<file path="config.mk">
export PLATFORM = sky130hd
export DESIGN_NAME = button_edge_autorepeat
export DESIGN_NICKNAME = d
export VERILOG_FILES = /design/src/design/bea_pkg.sv /design/src/design/bea_rem.sv /design/src/design/bea_datapath.sv /design/src/design/bea_ctrl.sv /design/src/design/button_edge_autorepeat.sv
export SDC_FILE = /design/constraint.sdc
export NUM_CORES = 2
export LEC_CHECK = 0
export BUFFER_PORTS_ARGS = -buffer_cell sky130_fd_sc_hd__buf_2
export CORE_UTILIZATION = 35
export CTS_CLUSTER_DIAMETER = 60
export DETAILED_ROUTE_END_ITERATION = 8
export GPL_TIMING_DRIVEN = 0
export HOLD_SLACK_MARGIN = 0.06
export PLACE_DENSITY = 0.54
export SLEW_MARGIN = 5
export SYNTH_ARGS = -nofsm -noshare
export SYNTH_HDL_FRONTEND = slang
export SYNTH_HIERARCHICAL = 1
export SYNTH_SLANG_ARGS = --single-unit
</file>
<file path="constraint.sdc">
create_clock -name clk -period 24.9 [get_ports clk]
set_input_delay 2.49 -clock clk [delete_from_list [all_inputs] [get_ports clk]]
set_output_delay 2.49 -clock clk [all_outputs]
set_load 0.02 [all_outputs]
</file>
<file path="src/design/bea_pkg.sv">
// Shared constants, types and codes for the button edge and auto-repeat block.
package bea_pkg;

  // Button table geometry.
  localparam int NUM_BUTTONS = 128;
  localparam int ADDR_W = (NUM_BUTTONS > 1) ? $clog2(NUM_BUTTONS) : 1;

  // Field and register widths.
  localparam int INDEX_W = 7;
  localparam int COUNT_W = 15;
  localparam int CFG_DATA_W = 15;
  localparam int CFG_INDEX_W = 1;
  localparam int ENTRY_W = COUNT_W + 1;
  localparam int STEP_W = $clog2(COUNT_W);

  // Hold counter wraps to zero past this value.
  localparam logic [COUNT_W-1:0] COUNT_LIMIT = 15'd30000;

  // Register reset values.
  localparam logic [CFG_DATA_W-1:0] START_DELAY_RESET = 15'd24;
  localparam logic [CFG_DATA_W-1:0] REP_PERIOD_RESET = 15'd12;

  // Register indexes on the configuration port.
  localparam logic [CFG_INDEX_W-1:0] REG_START_DELAY = 1'd0;
  localparam logic [CFG_INDEX_W-1:0] REG_REP_PERIOD = 1'd1;

  // Controller states.
  typedef enum logic [1:0] {
    S_IDLE,
    S_CALC,
    S_DIV,
    S_HOLD
  } state_t;

  // Commands from the controller to the datapath.
  typedef struct packed {
    logic take_item;
    logic calc;
    logic load_out;
  } cmd_t;

  // Status from the datapath to the controller.
  typedef struct packed {
    logic need_div;
    logic div_done;
  } status_t;

endpackage

</file>
<file path="src/design/bea_rem.sv">
// Bit-serial remainder unit: one restoring division step per cycle.
module bea_rem (
  input  logic                         clk,
  input  logic                         rst,
  input  logic                         start,
  input  logic [bea_pkg::COUNT_W-1:0]  dividend,
  input  logic [bea_pkg::COUNT_W-1:0]  divisor,
  output logic                         done,
  output logic [bea_pkg::COUNT_W-1:0]  remainder
);

  logic                         busy;
  logic [bea_pkg::STEP_W-1:0]   step;
  logic [bea_pkg::COUNT_W-1:0]  dvd;
  logic [bea_pkg::COUNT_W-1:0]  dsr;
  logic [bea_pkg::COUNT_W-1:0]  rem;
  logic [bea_pkg::COUNT_W:0]    trial;
  logic [bea_pkg::COUNT_W:0]    trial_diff;
  logic                         trial_fits;

  // Shift in the next dividend bit and try a subtraction.
  always_comb begin
    trial = {rem, dvd[bea_pkg::COUNT_W-1]};
    trial_diff = trial - {1'b0, dsr};
    trial_fits = (trial >= {1'b0, dsr});
  end

  // Control of the iteration.
  always_ff @(posedge clk) begin
    if (rst) begin
      busy <= 1'b0;
      done <= 1'b0;
      step <= '0;
    end else begin
      done <= 1'b0;
      if (start) begin
        busy <= 1'b1;
        step <= '0;
      end else if (busy) begin
        step <= step + 1'b1;
        if (step == bea_pkg::STEP_W'(bea_pkg::COUNT_W - 1)) begin
          busy <= 1'b0;
          done <= 1'b1;
        end
      end
    end
  end

  // Operand and partial remainder registers.
  always_ff @(posedge clk) begin
    if (start) begin
      dvd <= dividend;
      dsr <= divisor;
      rem <= '0;
    end else if (busy) begin
      dvd <= {dvd[bea_pkg::COUNT_W-2:0], 1'b0};
      rem <= trial_fits ? trial_diff[bea_pkg::COUNT_W-1:0] : trial[bea_pkg::COUNT_W-1:0];
    end
  end

  assign remainder = rem;

endmodule

</file>
<file path="src/design/bea_datapath.sv">
// Datapath: per-button state memory, counter update, repeat decision and result register.
module bea_datapath (
  input  logic                             clk,
  input  logic                             rst,
  input  bea_pkg::cmd_t                    cmd,
  output bea_pkg::status_t                 status,
  input  logic                             cfg_write,
  input  logic [bea_pkg::CFG_INDEX_W-1:0]  cfg_index,
  input  logic [bea_pkg::CFG_DATA_W-1:0]   cfg_data,
  input  logic [bea_pkg::INDEX_W-1:0]      button_index,
  input  logic                             button_pressed,
  output logic                             pressed_now,
  output logic                             rose,
  output logic                             fell,
  output logic                             repeat_pulse,
  output logic                             repeat_held
);

  // Configuration registers.
  logic [bea_pkg::CFG_DATA_W-1:0] start_delay;
  logic [bea_pkg::CFG_DATA_W-1:0] rep_period;

  // Per-button state: level and hold count, with a valid bit per entry.
  logic [bea_pkg::ENTRY_W-1:0]     mem [bea_pkg::NUM_BUTTONS];
  logic [bea_pkg::NUM_BUTTONS-1:0] entry_valid;
  logic [bea_pkg::ENTRY_W-1:0]     rd_data;
  logic                            rd_valid;

  // The item in progress.
  logic [bea_pkg::ADDR_W-1:0] item_addr;
  logic                       item_level;
  logic                       item_in_range;
  logic [bea_pkg::ADDR_W-1:0] in_addr;
  logic                       in_range;

  // Update logic.
  logic                      prev_level;
  logic [bea_pkg::COUNT_W-1:0] old_count;
  logic [bea_pkg::COUNT_W:0]   inc_count;
  logic [bea_pkg::COUNT_W-1:0] count_next;
  logic                      rose_c;
  logic                      fell_c;
  logic                      past_delay;
  logic                      held_c;
  logic [bea_pkg::COUNT_W-1:0] divisor;

  // Result held until the output register is free.
  logic res_level;
  logic res_rose;
  logic res_fell;
  logic res_pulse;
  logic res_held;

  // Remainder unit.
  logic                        div_start;
  logic                        div_done;
  logic [bea_pkg::COUNT_W-1:0] div_rem;

  // Configuration writes.
  always_ff @(posedge clk) begin
    if (rst) begin
      start_delay <= bea_pkg::START_DELAY_RESET;
      rep_period <= bea_pkg::REP_PERIOD_RESET;
    end else if (cfg_write) begin
      unique case (cfg_index)
        bea_pkg::REG_START_DELAY: start_delay <= cfg_data;
        bea_pkg::REG_REP_PERIOD:  rep_period <= cfg_data;
      endcase
    end
  end

  // Index decode of the incoming item.
  assign in_range = (32'(button_index) < 32'(bea_pkg::NUM_BUTTONS));
  assign in_addr = bea_pkg::ADDR_W'(button_index);

  // Capture the item and read its state on a transfer.
  always_ff @(posedge clk) begin
    if (cmd.take_item) begin
      item_addr <= in_addr;
      item_level <= button_pressed;
      item_in_range <= in_range;
      rd_data <= mem[in_addr];
      rd_valid <= entry_valid[in_addr];
    end
  end

  // Edge detection and hold counter update; an entry never written reads as zero.
  always_comb begin
    prev_level = rd_valid & rd_data[bea_pkg::COUNT_W];
    old_count = rd_valid ? rd_data[bea_pkg::COUNT_W-1:0] : '0;
    inc_count = {1'b0, old_count} + 1'b1;
    rose_c = item_level & ~prev_level;
    fell_c = prev_level & ~item_level;
    if (rose_c || fell_c) begin
      count_next = '0;
    end else if (item_level) begin
      count_next = (inc_count > {1'b0, bea_pkg::COUNT_LIMIT}) ? '0
                                                              : inc_count[bea_pkg::COUNT_W-1:0];
    end else begin
      count_next = old_count;
    end
    past_delay = item_level & ~rose_c & (count_next > start_delay);
    held_c = rose_c | past_delay;
    divisor = (rep_period == '0) ? bea_pkg::COUNT_W'(1) : rep_period;
  end

  // Write back the new state of the button.
  always_ff @(posedge clk) begin
    if (cmd.calc && item_in_range) begin
      mem[item_addr] <= {item_level, count_next};
    end
  end

  always_ff @(posedge clk) begin
    if (rst) begin
      entry_valid <= '0;
    end else if (cmd.calc && item_in_range) begin
      entry_valid[item_addr] <= 1'b1;
    end
  end

  // The repeat phase needs count modulo interval from the serial unit.
  assign div_start = cmd.calc & item_in_range & past_delay;

  bea_rem u_rem (
    .clk       (clk),
    .rst       (rst),
    .start     (div_start),
    .dividend  (count_next),
    .divisor   (divisor),
    .done      (div_done),
    .remainder (div_rem)
  );

  // Result fields; an out-of-range index gives an all-zero result.
  always_ff @(posedge clk) begin
    if (cmd.calc) begin
      res_level <= item_in_range & item_level;
      res_rose <= item_in_range & rose_c;
      res_fell <= item_in_range & fell_c;
      res_held <= item_in_range & held_c;
      res_pulse <= item_in_range & rose_c;
    end else if (div_done) begin
      res_pulse <= (div_rem == '0);
    end
  end

  // Output register.
  always_ff @(posedge clk) begin
    if (cmd.load_out) begin
      pressed_now <= res_level;
      rose <= res_rose;
      fell <= res_fell;
      repeat_pulse <= res_pulse;
      repeat_held <= res_held;
    end
  end

  assign status.need_div = div_start;
  assign status.div_done = div_done;

endmodule

</file>
<file path="src/design/bea_ctrl.sv">
// Controller: sequences each item through read, update, remainder and output.
module bea_ctrl (
  input  logic              clk,
  input  logic              rst,
  input  logic              in_valid,
  output logic              in_ready,
  output logic              out_valid,
  input  logic              out_ready,
  input  bea_pkg::status_t  status,
  output bea_pkg::cmd_t     cmd
);

  bea_pkg::state_t state;
  bea_pkg::state_t state_next;
  logic            out_free;

  // State register and output valid flag.
  always_ff @(posedge clk) begin
    if (rst) begin
      state <= bea_pkg::S_IDLE;
      out_valid <= 1'b0;
    end else begin
      state <= state_next;
      if (cmd.load_out) begin
        out_valid <= 1'b1;
      end else if (out_ready) begin
        out_valid <= 1'b0;
      end
    end
  end

  assign out_free = ~out_valid | out_ready;

  // Next state and commands.
  always_comb begin
    state_next = state;
    in_ready = 1'b0;
    cmd = '0;
    unique case (state)
      bea_pkg::S_IDLE: begin
        in_ready = 1'b1;
        if (in_valid) begin
          cmd.take_item = 1'b1;
          state_next = bea_pkg::S_CALC;
        end
      end
      bea_pkg::S_CALC: begin
        cmd.calc = 1'b1;
        state_next = status.need_div ? bea_pkg::S_DIV : bea_pkg::S_HOLD;
      end
      bea_pkg::S_DIV: begin
        if (status.div_done) begin
          state_next = bea_pkg::S_HOLD;
        end
      end
      bea_pkg::S_HOLD: begin
        // Hand the result over and take the next item in the same cycle.
        if (out_free) begin
          cmd.load_out = 1'b1;
          in_ready = 1'b1;
          if (in_valid) begin
            cmd.take_item = 1'b1;
            state_next = bea_pkg::S_CALC;
          end else begin
            state_next = bea_pkg::S_IDLE;
          end
        end
      end
      default: begin
        state_next = bea_pkg::S_IDLE;
      end
    endcase
  end

  // An accepted item always goes to the update step next.
  a_take_then_calc: assert property (@(posedge clk) disable iff (rst)
    (in_valid && in_ready) |=> (state == bea_pkg::S_CALC))
    else $error("accepted item did not reach the update step");

  // A finished remainder always leads to the result hold state.
  a_div_then_hold: assert property (@(posedge clk) disable iff (rst)
    (state == bea_pkg::S_DIV && status.div_done) |=> (state == bea_pkg::S_HOLD))
    else $error("remainder completion was missed");

  // A result is only loaded while the output register can take it.
  a_load_free: assert property (@(posedge clk) disable iff (rst)
    cmd.load_out |-> (!out_valid || out_ready))
    else $error("output register overwritten before transfer");

  // A load shows up as a valid result in the next cycle.
  a_load_valid: assert property (@(posedge clk) disable iff (rst)
    cmd.load_out |=> out_valid)
    else $error("loaded result not presented");

endmodule

</file>
<file path="src/design/button_edge_autorepeat.sv">
// Top level: per-button edge detection with typematic auto-repeat.
// A sample passes through the update step and, when the button is in its repeat phase,
// through the 15 steps of the serial remainder unit before its result is loaded.
// A new sample is accepted only once the last result has moved to the output register.
// The output register lets the next sample enter while a result waits.
// Reset (synchronous, rst high) marks every button released with count zero at once
// through per-entry valid bits, and loads a start delay of 24 and a repeat period of 12.
module button_edge_autorepeat (
  input  logic                             clk,
  input  logic                             rst,
  input  logic                             cfg_write,
  input  logic [bea_pkg::CFG_INDEX_W-1:0]  cfg_index,
  input  logic [bea_pkg::CFG_DATA_W-1:0]   cfg_data,
  input  logic                             in_valid,
  output logic                             in_ready,
  input  logic [bea_pkg::INDEX_W-1:0]      button_index,
  input  logic                             button_pressed,
  output logic                             out_valid,
  input  logic                             out_ready,
  output logic                             pressed_now,
  output logic                             rose,
  output logic                             fell,
  output logic                             repeat_pulse,
  output logic                             repeat_held
);

  bea_pkg::cmd_t    cmd;
  bea_pkg::status_t status;

  bea_ctrl u_ctrl (
    .clk       (clk),
    .rst       (rst),
    .in_valid  (in_valid),
    .in_ready  (in_ready),
    .out_valid (out_valid),
    .out_ready (out_ready),
    .status    (status),
    .cmd       (cmd)
  );

  bea_datapath u_datapath (
    .clk            (clk),
    .rst            (rst),
    .cmd            (cmd),
    .status         (status),
    .cfg_write      (cfg_write),
    .cfg_index      (cfg_index),
    .cfg_data       (cfg_data),
    .button_index   (button_index),
    .button_pressed (button_pressed),
    .pressed_now    (pressed_now),
    .rose           (rose),
    .fell           (fell),
    .repeat_pulse   (repeat_pulse),
    .repeat_held    (repeat_held)
  );

endmodule

</file>
After elaboration in Yosys (flattened, before gate mapping). Memory sizes are Yosys's and may differ from the RTL's. A register that Yosys moved wholly into a read port is not among the register bits. Cells that the tools add are included.

Register bits: 231. Input bits: 29. Output and inout bits: 7. Memories kept: 1. RAM bits: 2048.

Multiplexer cells: 34. Bitwise logic cells: 15. Reduce and logical (&&, ||, !) cells: 13. $lt $le $gt $ge: 6. Equality and inequality tests: 7. $add $sub $neg: 3.

Memories: u_datapath.mem (depth 128, bits a word 16, rd ports 1, clocked after Yosys merged registers in 1, write ports 1, RTL line bea_datapath.sv:24) `logic [bea_pkg::ENTRY_W-1:0] mem [bea_pkg::NUM_BUTTONS];`.

Operators by type and width (count): 128-bit bitwise OR (1); 15-bit two-way mux (7); 15-bit zero test (2); 1-bit two-way mux (19); 15-bit by 1-bit adder with 16-bit output, second input constant (1); 16-bit by 15-bit greater-or-equal comparator with 1-bit output (1); 16-bit by 15-bit > comparator with 1-bit output, second input constant (1); 7-bit by 8-bit < comparator with 1-bit output, second input constant (2); 15-bit > comparator (1); 15-bit subtractor (1); 2-bit one-hot mux with 4 select lines (1); 1-bit binary-select mux with 7-bit select (1); 1-bit demux with 7-bit select (1); 7-bit by 1-bit greater-or-equal comparator with 1-bit output, second input constant (1); 1-bit AND (6); 2-bit two-way mux (3); 1-bit NOT (6); 2-bit nonzero test (3); 4-bit by 1-bit adder with 4-bit output, second input constant (1); 2-bit equality test, second input constant (2); 4-bit equality test, second input constant (1); 2-bit by 1-bit != test with 1-bit output, second input constant (2); 1-bit one-hot mux with 2 select lines (2); 2-bit AND reduction (2); 9 further kinds (10).

Depth between registers and ports, before layout.
Depth after elaboration: 11. Mapped depth: 26.

Hierarchy. Netlist, hierarchy kept.

Modules (own cells, without submodules): bea_datapath (instances 1, cells an instance 3924, area an instance 86340.3 um^2, seq. area each 65713.0 um^2); bea_rem (instances 1, cells an instance 288, area an instance 2926.6 um^2, seq. area each 1321.3 um^2); bea_ctrl (instances 1, cells an instance 29, area an instance 275.3 um^2, seq. area each 60.1 um^2).

Worst setup path before layout. No wires, ideal clock.

Kind: flip-flop to flip-flop. From: register u_datapath.item_level. To: register u_datapath/u_rem/dvd[0] (netlist bit), enable pin. Path slack: 14.050 ns. Cell stages (with the launch flop): 15. Arrival time: 10.519 ns. Required time: 24.569 ns. Path through: edfxtp_1 -> clkbuf_1 -> inv_1 -> ha_1 -> o41ai_2 -> nor3_1 -> ha_1 -> nand2_1 -> nor4_1 -> a21oi_1 -> o311a_1 -> and2_1 -> clkbuf_1 -> clkbuf_1 -> or2_2.

Longest elaborated chain between the ends: 8. Elaborated cells between the ends (all ways): 12.

RTL lines: start: declaration (RTL line bea_datapath.sv:31) `logic item_level;`; start signal: assignment (RTL line bea_datapath.sv:80) `item_level <= button_pressed;`; 1-bit NOT (RTL line bea_datapath.sv:93) `fell_c = prev_level & ~item_level;`; 1-bit AND (RTL line bea_datapath.sv:93); 1-bit logical OR (RTL line bea_datapath.sv:94) `if (rose_c || fell_c) begin`; 15-bit two-way mux * (RTL line bea_datapath.sv:94); net u_datapath.count_next (one bit) (RTL line bea_datapath.sv:40) `logic [bea_pkg::COUNT_W-1:0] count_next;`; 15-bit > comparator * (RTL line bea_datapath.sv:102) `past_delay = item_level & ~rose_c & (count_next > start_delay);`; 1-bit AND * (RTL line bea_datapath.sv:102); 1-bit AND * (RTL line bea_datapath.sv:123) `assign div_start = cmd.calc & item_in_range & past_delay;`; net u_datapath.div_start (RTL line bea_datapath.sv:55) `logic div_start;`; 2-bit nonzero test (no source line) *; end signal: assignment (RTL line bea_rem.sv:52) `dvd <= dividend;`; end signal: assignment (RTL line bea_rem.sv:56) `dvd <= {dvd[bea_pkg::COUNT_W-2:0], 1'b0};`; end: declaration (RTL line bea_rem.sv:14) `logic [bea_pkg::COUNT_W-1:0] dvd;`.

Mark *: on every way through the listed nets, which the timed path passes. The rest lies on a longest branch. A chain may end at the register's enable or synchronous reset.

Final worst setup path.
From: register u_datapath.rd_valid. To: register u_datapath/u_rem/dvd[9] (netlist bit), enable pin.

Longest elaborated chain between the ends: 10. Elaborated cells between the ends (all ways): 17.

RTL lines: start: declaration (RTL line bea_datapath.sv:27) `logic rd_valid;`; start signal: assignment (RTL line bea_datapath.sv:83) `rd_valid <= entry_valid[in_addr];`; 15-bit two-way mux (RTL line bea_datapath.sv:90) `old_count = rd_valid ? rd_data[bea_pkg::COUNT_W-1:0] : '0;`; 15-bit by 1-bit adder with 16-bit output (RTL line bea_datapath.sv:91) `inc_count = {1'b0, old_count} + 1'b1;`; 16-bit by 15-bit > comparator with 1-bit output (RTL line bea_datapath.sv:97) `count_next = (inc_count > {1'b0, bea_pkg::COUNT_LIMIT}) ? '0`; 15-bit two-way mux (RTL line bea_datapath.sv:97); 15-bit two-way mux (RTL line bea_datapath.sv:96) `end else if (item_level) begin`; 15-bit two-way mux * (RTL line bea_datapath.sv:94); net u_datapath.count_next (one bit) (RTL line bea_datapath.sv:40); 15-bit > comparator * (RTL line bea_datapath.sv:102); 1-bit AND * (RTL line bea_datapath.sv:102); 1-bit AND * (RTL line bea_datapath.sv:123); net u_datapath.div_start (RTL line bea_datapath.sv:55); 2-bit nonzero test (no source line) *.

Marked as above.

==> impl_summary.txt <==
----------------------------------------------------
[Synthesis]
  Main synth FF type ... edfxtp_1
  Yosys warns ... 6
  Synthesized flop and latch total ... 2295
  Synthesized instance count ... 4241
  Share of flip-flops with an asynchronous set or reset after synthesis ... 0%
  Net count after synthesis ... 4313
  Synth unique cells ... 81
  Yosys top cell area share ... 70.9%
  Post-synthesis sequential area ratio ... 74.9%
  Cell taking the most area after synthesis ... edfxtp_1
  Synth area leaders ... edfxtp_1 (71%), mux4_2 (18%), dfxtp_1 (4.1%)
  Synthesized area per cell ... 21.1 um^2
  Post-synthesis instance area ... 89500 um^2
  Count of flip-flops with a built-in enable after synthesis ... 2113

[Route]
  Drt via density ... 5.38
  Residual DRC ... 0
  DR pass1 iterations ... 8
  Number of nets with antenna violations after routing ... 0
  Routed WL per cell ... 29.1 um
  Via count ... 44500
  Wire length after detailed routing ... 241000 um
  Number of DRC violations after detailed-routing iteration 0 ... 5354

[Cells and area]
  Final non-filler cell area ... 105000 um^2
  Area growth from synthesis to layout ... 17.7%
  Most frequent cells in the layout ... edfxtp_1 (2113), mux4_2 (714), nor2_1 (302)
  Most common library cell in the layout ignoring fill and taps ... edfxtp_1
  Share of cells above drive strength 1 ... 31.7%
  Post-layout nets ... 4770

[Timing]
  Final period demand of the worst path ... 8370 ps
  Measured slew at the worst slew-check pin ... 1430 ps
  Count of final setup violators ... 0
  Max frequency ... 119 MHz
  Hold WS ... 422 ps
  Number of hold-slack violations in the final timing report ... 0
  Slew Viols, Final ... 0
  Setup repair after global routing missed its margin ... no
  Summed negative setup slack over all endpoints ... 0 ps
  Headroom to the max-slew limit ... 4.43%
  Part of the cycle the worst path needs ... 33.6%
  Worst setup skew after layout ... 45.3 ps

[Die]
  Floorplan Core Area ... 254000 um^2
  Number of placement rows ... 185
  Initial Utilization ... 35.2%
  Width of the chip ... 508 um
  Total I/O pin count ... 36
  Die footprint ... 258000 um^2
  Vertical extent of the die ... 508 um

[Setup path]
  Required time at the endpoint of the critical path ... 25420 ps
  Sort of element at the end of the critical path ... register
  Arrival time of the worst setup path ... 8880 ps
  Worst Setup Start Kind ... register
  Setup Crit Path Kind ... register to register
  Maximum fanout along the worst path ... 26

[Pwr]
  Combinational share of power ... 14.5%
  VDD IR max ... 80.5 uV
  Static leakage ... 33.2 nW
  Relative contribution of the clock network to total power ... 36.0%
  Portion of total power attributed to sequential cells ... 49.5%
  Power density relative to cell area ... 90.5 nW/um^2
  Switching Fraction ... 26.2%
  Internal portion of total power ... 0.00703 W
  Switching component of the power ... 0.00250 W

[Placed design]
  Cell Area, Placed ... 97800 um^2
  Port Buffer Count ... 35
  Detailed placement HPWL ... 169000 um
  RePlAce Congestion ... 0.886

[Clock network]
  H-tree Lvls ... 4
  Clock Root Buffer ... clkbuf_16
  Source-to-sink clock delay at the later pin of the worst-skew pair ... 890 ps
  Postcts setup bufs ... 0
  CTS buffer count ... 234
  Post-CTS sizing ... 0
  Max Buffers Root-to-Sink ... 3
  Clock sink total ... 2295
  CTS tree ... built
  Cts hold-fix bufs ... 0
  Clock-pin slew reported for the worst setup and hold paths after clock tree synthesis ... 60 ps

[Global route]
  Sum of overflow across all layers after global routing ... 0
  First-pass GRT wire length ... 340000 um
  Overall routing resource usage ... 18.7%
  Antenna violations before repair ... 22
  Number of global-route vias before repair ... 44800
  Largest net degree at the start of global routing ... 82

[Outcome]
  Result of the run ... completed

[Job]
  Max-cap violation count ... 0

[Worst hold path]
  Min-Delay Path Class ... register to register

----------------------------------------------------
-- metal layers --
metal	vias up	global-route usage, %	share of wire, %
met3	315	3.97	7.8
met4	0	4.84	2.4
met1	24100	26.4	43
li1	18500	-	-
met2	1638	29.4	47
met5	-	0	0
-- flip-flops by register name, indices dropped and copies added, names as in the netlist, 2 cells and up --
signal	count
u_datapath/start_delay	15
u_datapath/entry_valid	128
u_datapath/u_rem/remainder	15
u_datapath/u_rem/dsr	15
u_datapath/rep_period	15
u_datapath/rd_data	16
u_datapath/u_rem/step	4
u_ctrl/state	2
u_datapath/u_rem/dvd	15
u_datapath/item_addr	7
u_datapath/mem	2048
-- critical path, cell delays in order (launching register included) --
cell and delay, ps:
edfxtp_1 380, buf_4 200, clkbuf_1 410, and2_1 250, ha_1 220, nand4_1 130
clkbuf_1 280, nor3_1 290, o21ai_0 260, a31o_2 320, nand3_1 80, a31oi_1 70
o41ai_2 1190, nor2_4 370, buf_12 310, ha_1 300, and4_1 220, a21oi_1 70
a21boi_0 230, o311a_1 210, and2_1 830, clkbuf_1 500, clkbuf_1 440, or2_2 420
-- final timing paths --
check / from / to / slack (ps) / cells after the start
worst max-delay path: u_datapath/rd_valid / u_datapath/u_rem/dvd[9] / 16530 / 23
worst max register to register: u_datapath/rd_valid / u_datapath/u_rem/dvd[9] / 16530 / 23
worst min register to register: u_datapath/res_held / u_datapath/repeat_held / 420 / 0
worst min-delay path: u_datapath/res_held / u_datapath/repeat_held / 420 / 0
-- metrics by stage --
stage                     setup slack (ps)  utilization [%]  power, W  std cells
after floorplan                      14050                -   0.00550       4241
after global placement                4610             37.0   0.00609       7642
after detailed placement             16650             38.5   0.00617       7827
after CTS                            16570             41.4   0.00960       8269
after global routing                 16030             41.4   0.00984       8270
final                                16530             41.5   0.00953       8275
-- cells in the mapped netlist, types with 5 or more instances --
| master | number |
|---|---|
| a211o_1 | 5 |
| a21oi_1 | 52 |
| a311oi_1 | 7 |
| a31oi_1 | 12 |
| and2_1 | 5 |
| buf_1 | 30 |
| buf_2 | 41 |
| buf_4 | 14 |
| clkbuf_1 | 152 |
| dfxtp_1 | 182 |
| edfxtp_1 | 2113 |
| ha_1 | 42 |
| inv_1 | 45 |
| mux2_2 | 31 |
| mux4_2 | 714 |
| nand2_1 | 122 |
| nand2b_1 | 6 |
| nand3_1 | 32 |
| nand3b_1 | 7 |
| nand4_1 | 14 |
| nor2_1 | 436 |
| nor2b_1 | 11 |
| nor3_1 | 10 |
| nor3b_1 | 6 |
| nor4_1 | 12 |
| o21a_1 | 6 |
| o21ai_0 | 16 |
| or2_2 | 9 |
| or3_1 | 7 |
| xnor2_1 | 10 |
| xor2_1 | 10 |
-- power groups by stage --
stage | clock [W] | combinational [W] | sequential (W)
5_1_grt | 0.00365 | 0.00147 | 0.00472
4_1_cts | 0.00350 | 0.00138 | 0.00471
6_report | 0.00343 | 0.00138 | 0.00471
3_5_place_dp | 0 | 0.00138 | 0.00480
2_1_floorplan | 0 | 0.000647 | 0.00486
3_3_place_gp | 0 | 0.00111 | 0.00498
-- kinds of logic (layout without fill, tap and decap cells) --
family                   Yosys count  after routing  synth area share [%]
AO/OA/AOI/OAI                    152            152                  1.20
other                              0              5                     0
flip-flops                      2295           2295                  74.9
buffers and inverters            284            947                  1.32
adder cells (fa/ha/maj)           43             43                 0.609
multiplexers                     747            747                  18.4
AND/OR/NAND/NOR                  700            700                  3.37
XOR/XNOR                          20             20                 0.196
-- final cells by class --
class	count	area [um^2]
fillers	22100	149000
flip-flops and latches	2295	67100
multi-input cells	1662	21700
clock buffers	308	6320
well taps	3366	4210
repair buffers	221	3510
clock inverters	134	1240
plain buffers	239	1040
inverters	45	171
diodes	5	12.5
No activity file was read; power rests on OpenSTA's default activity.
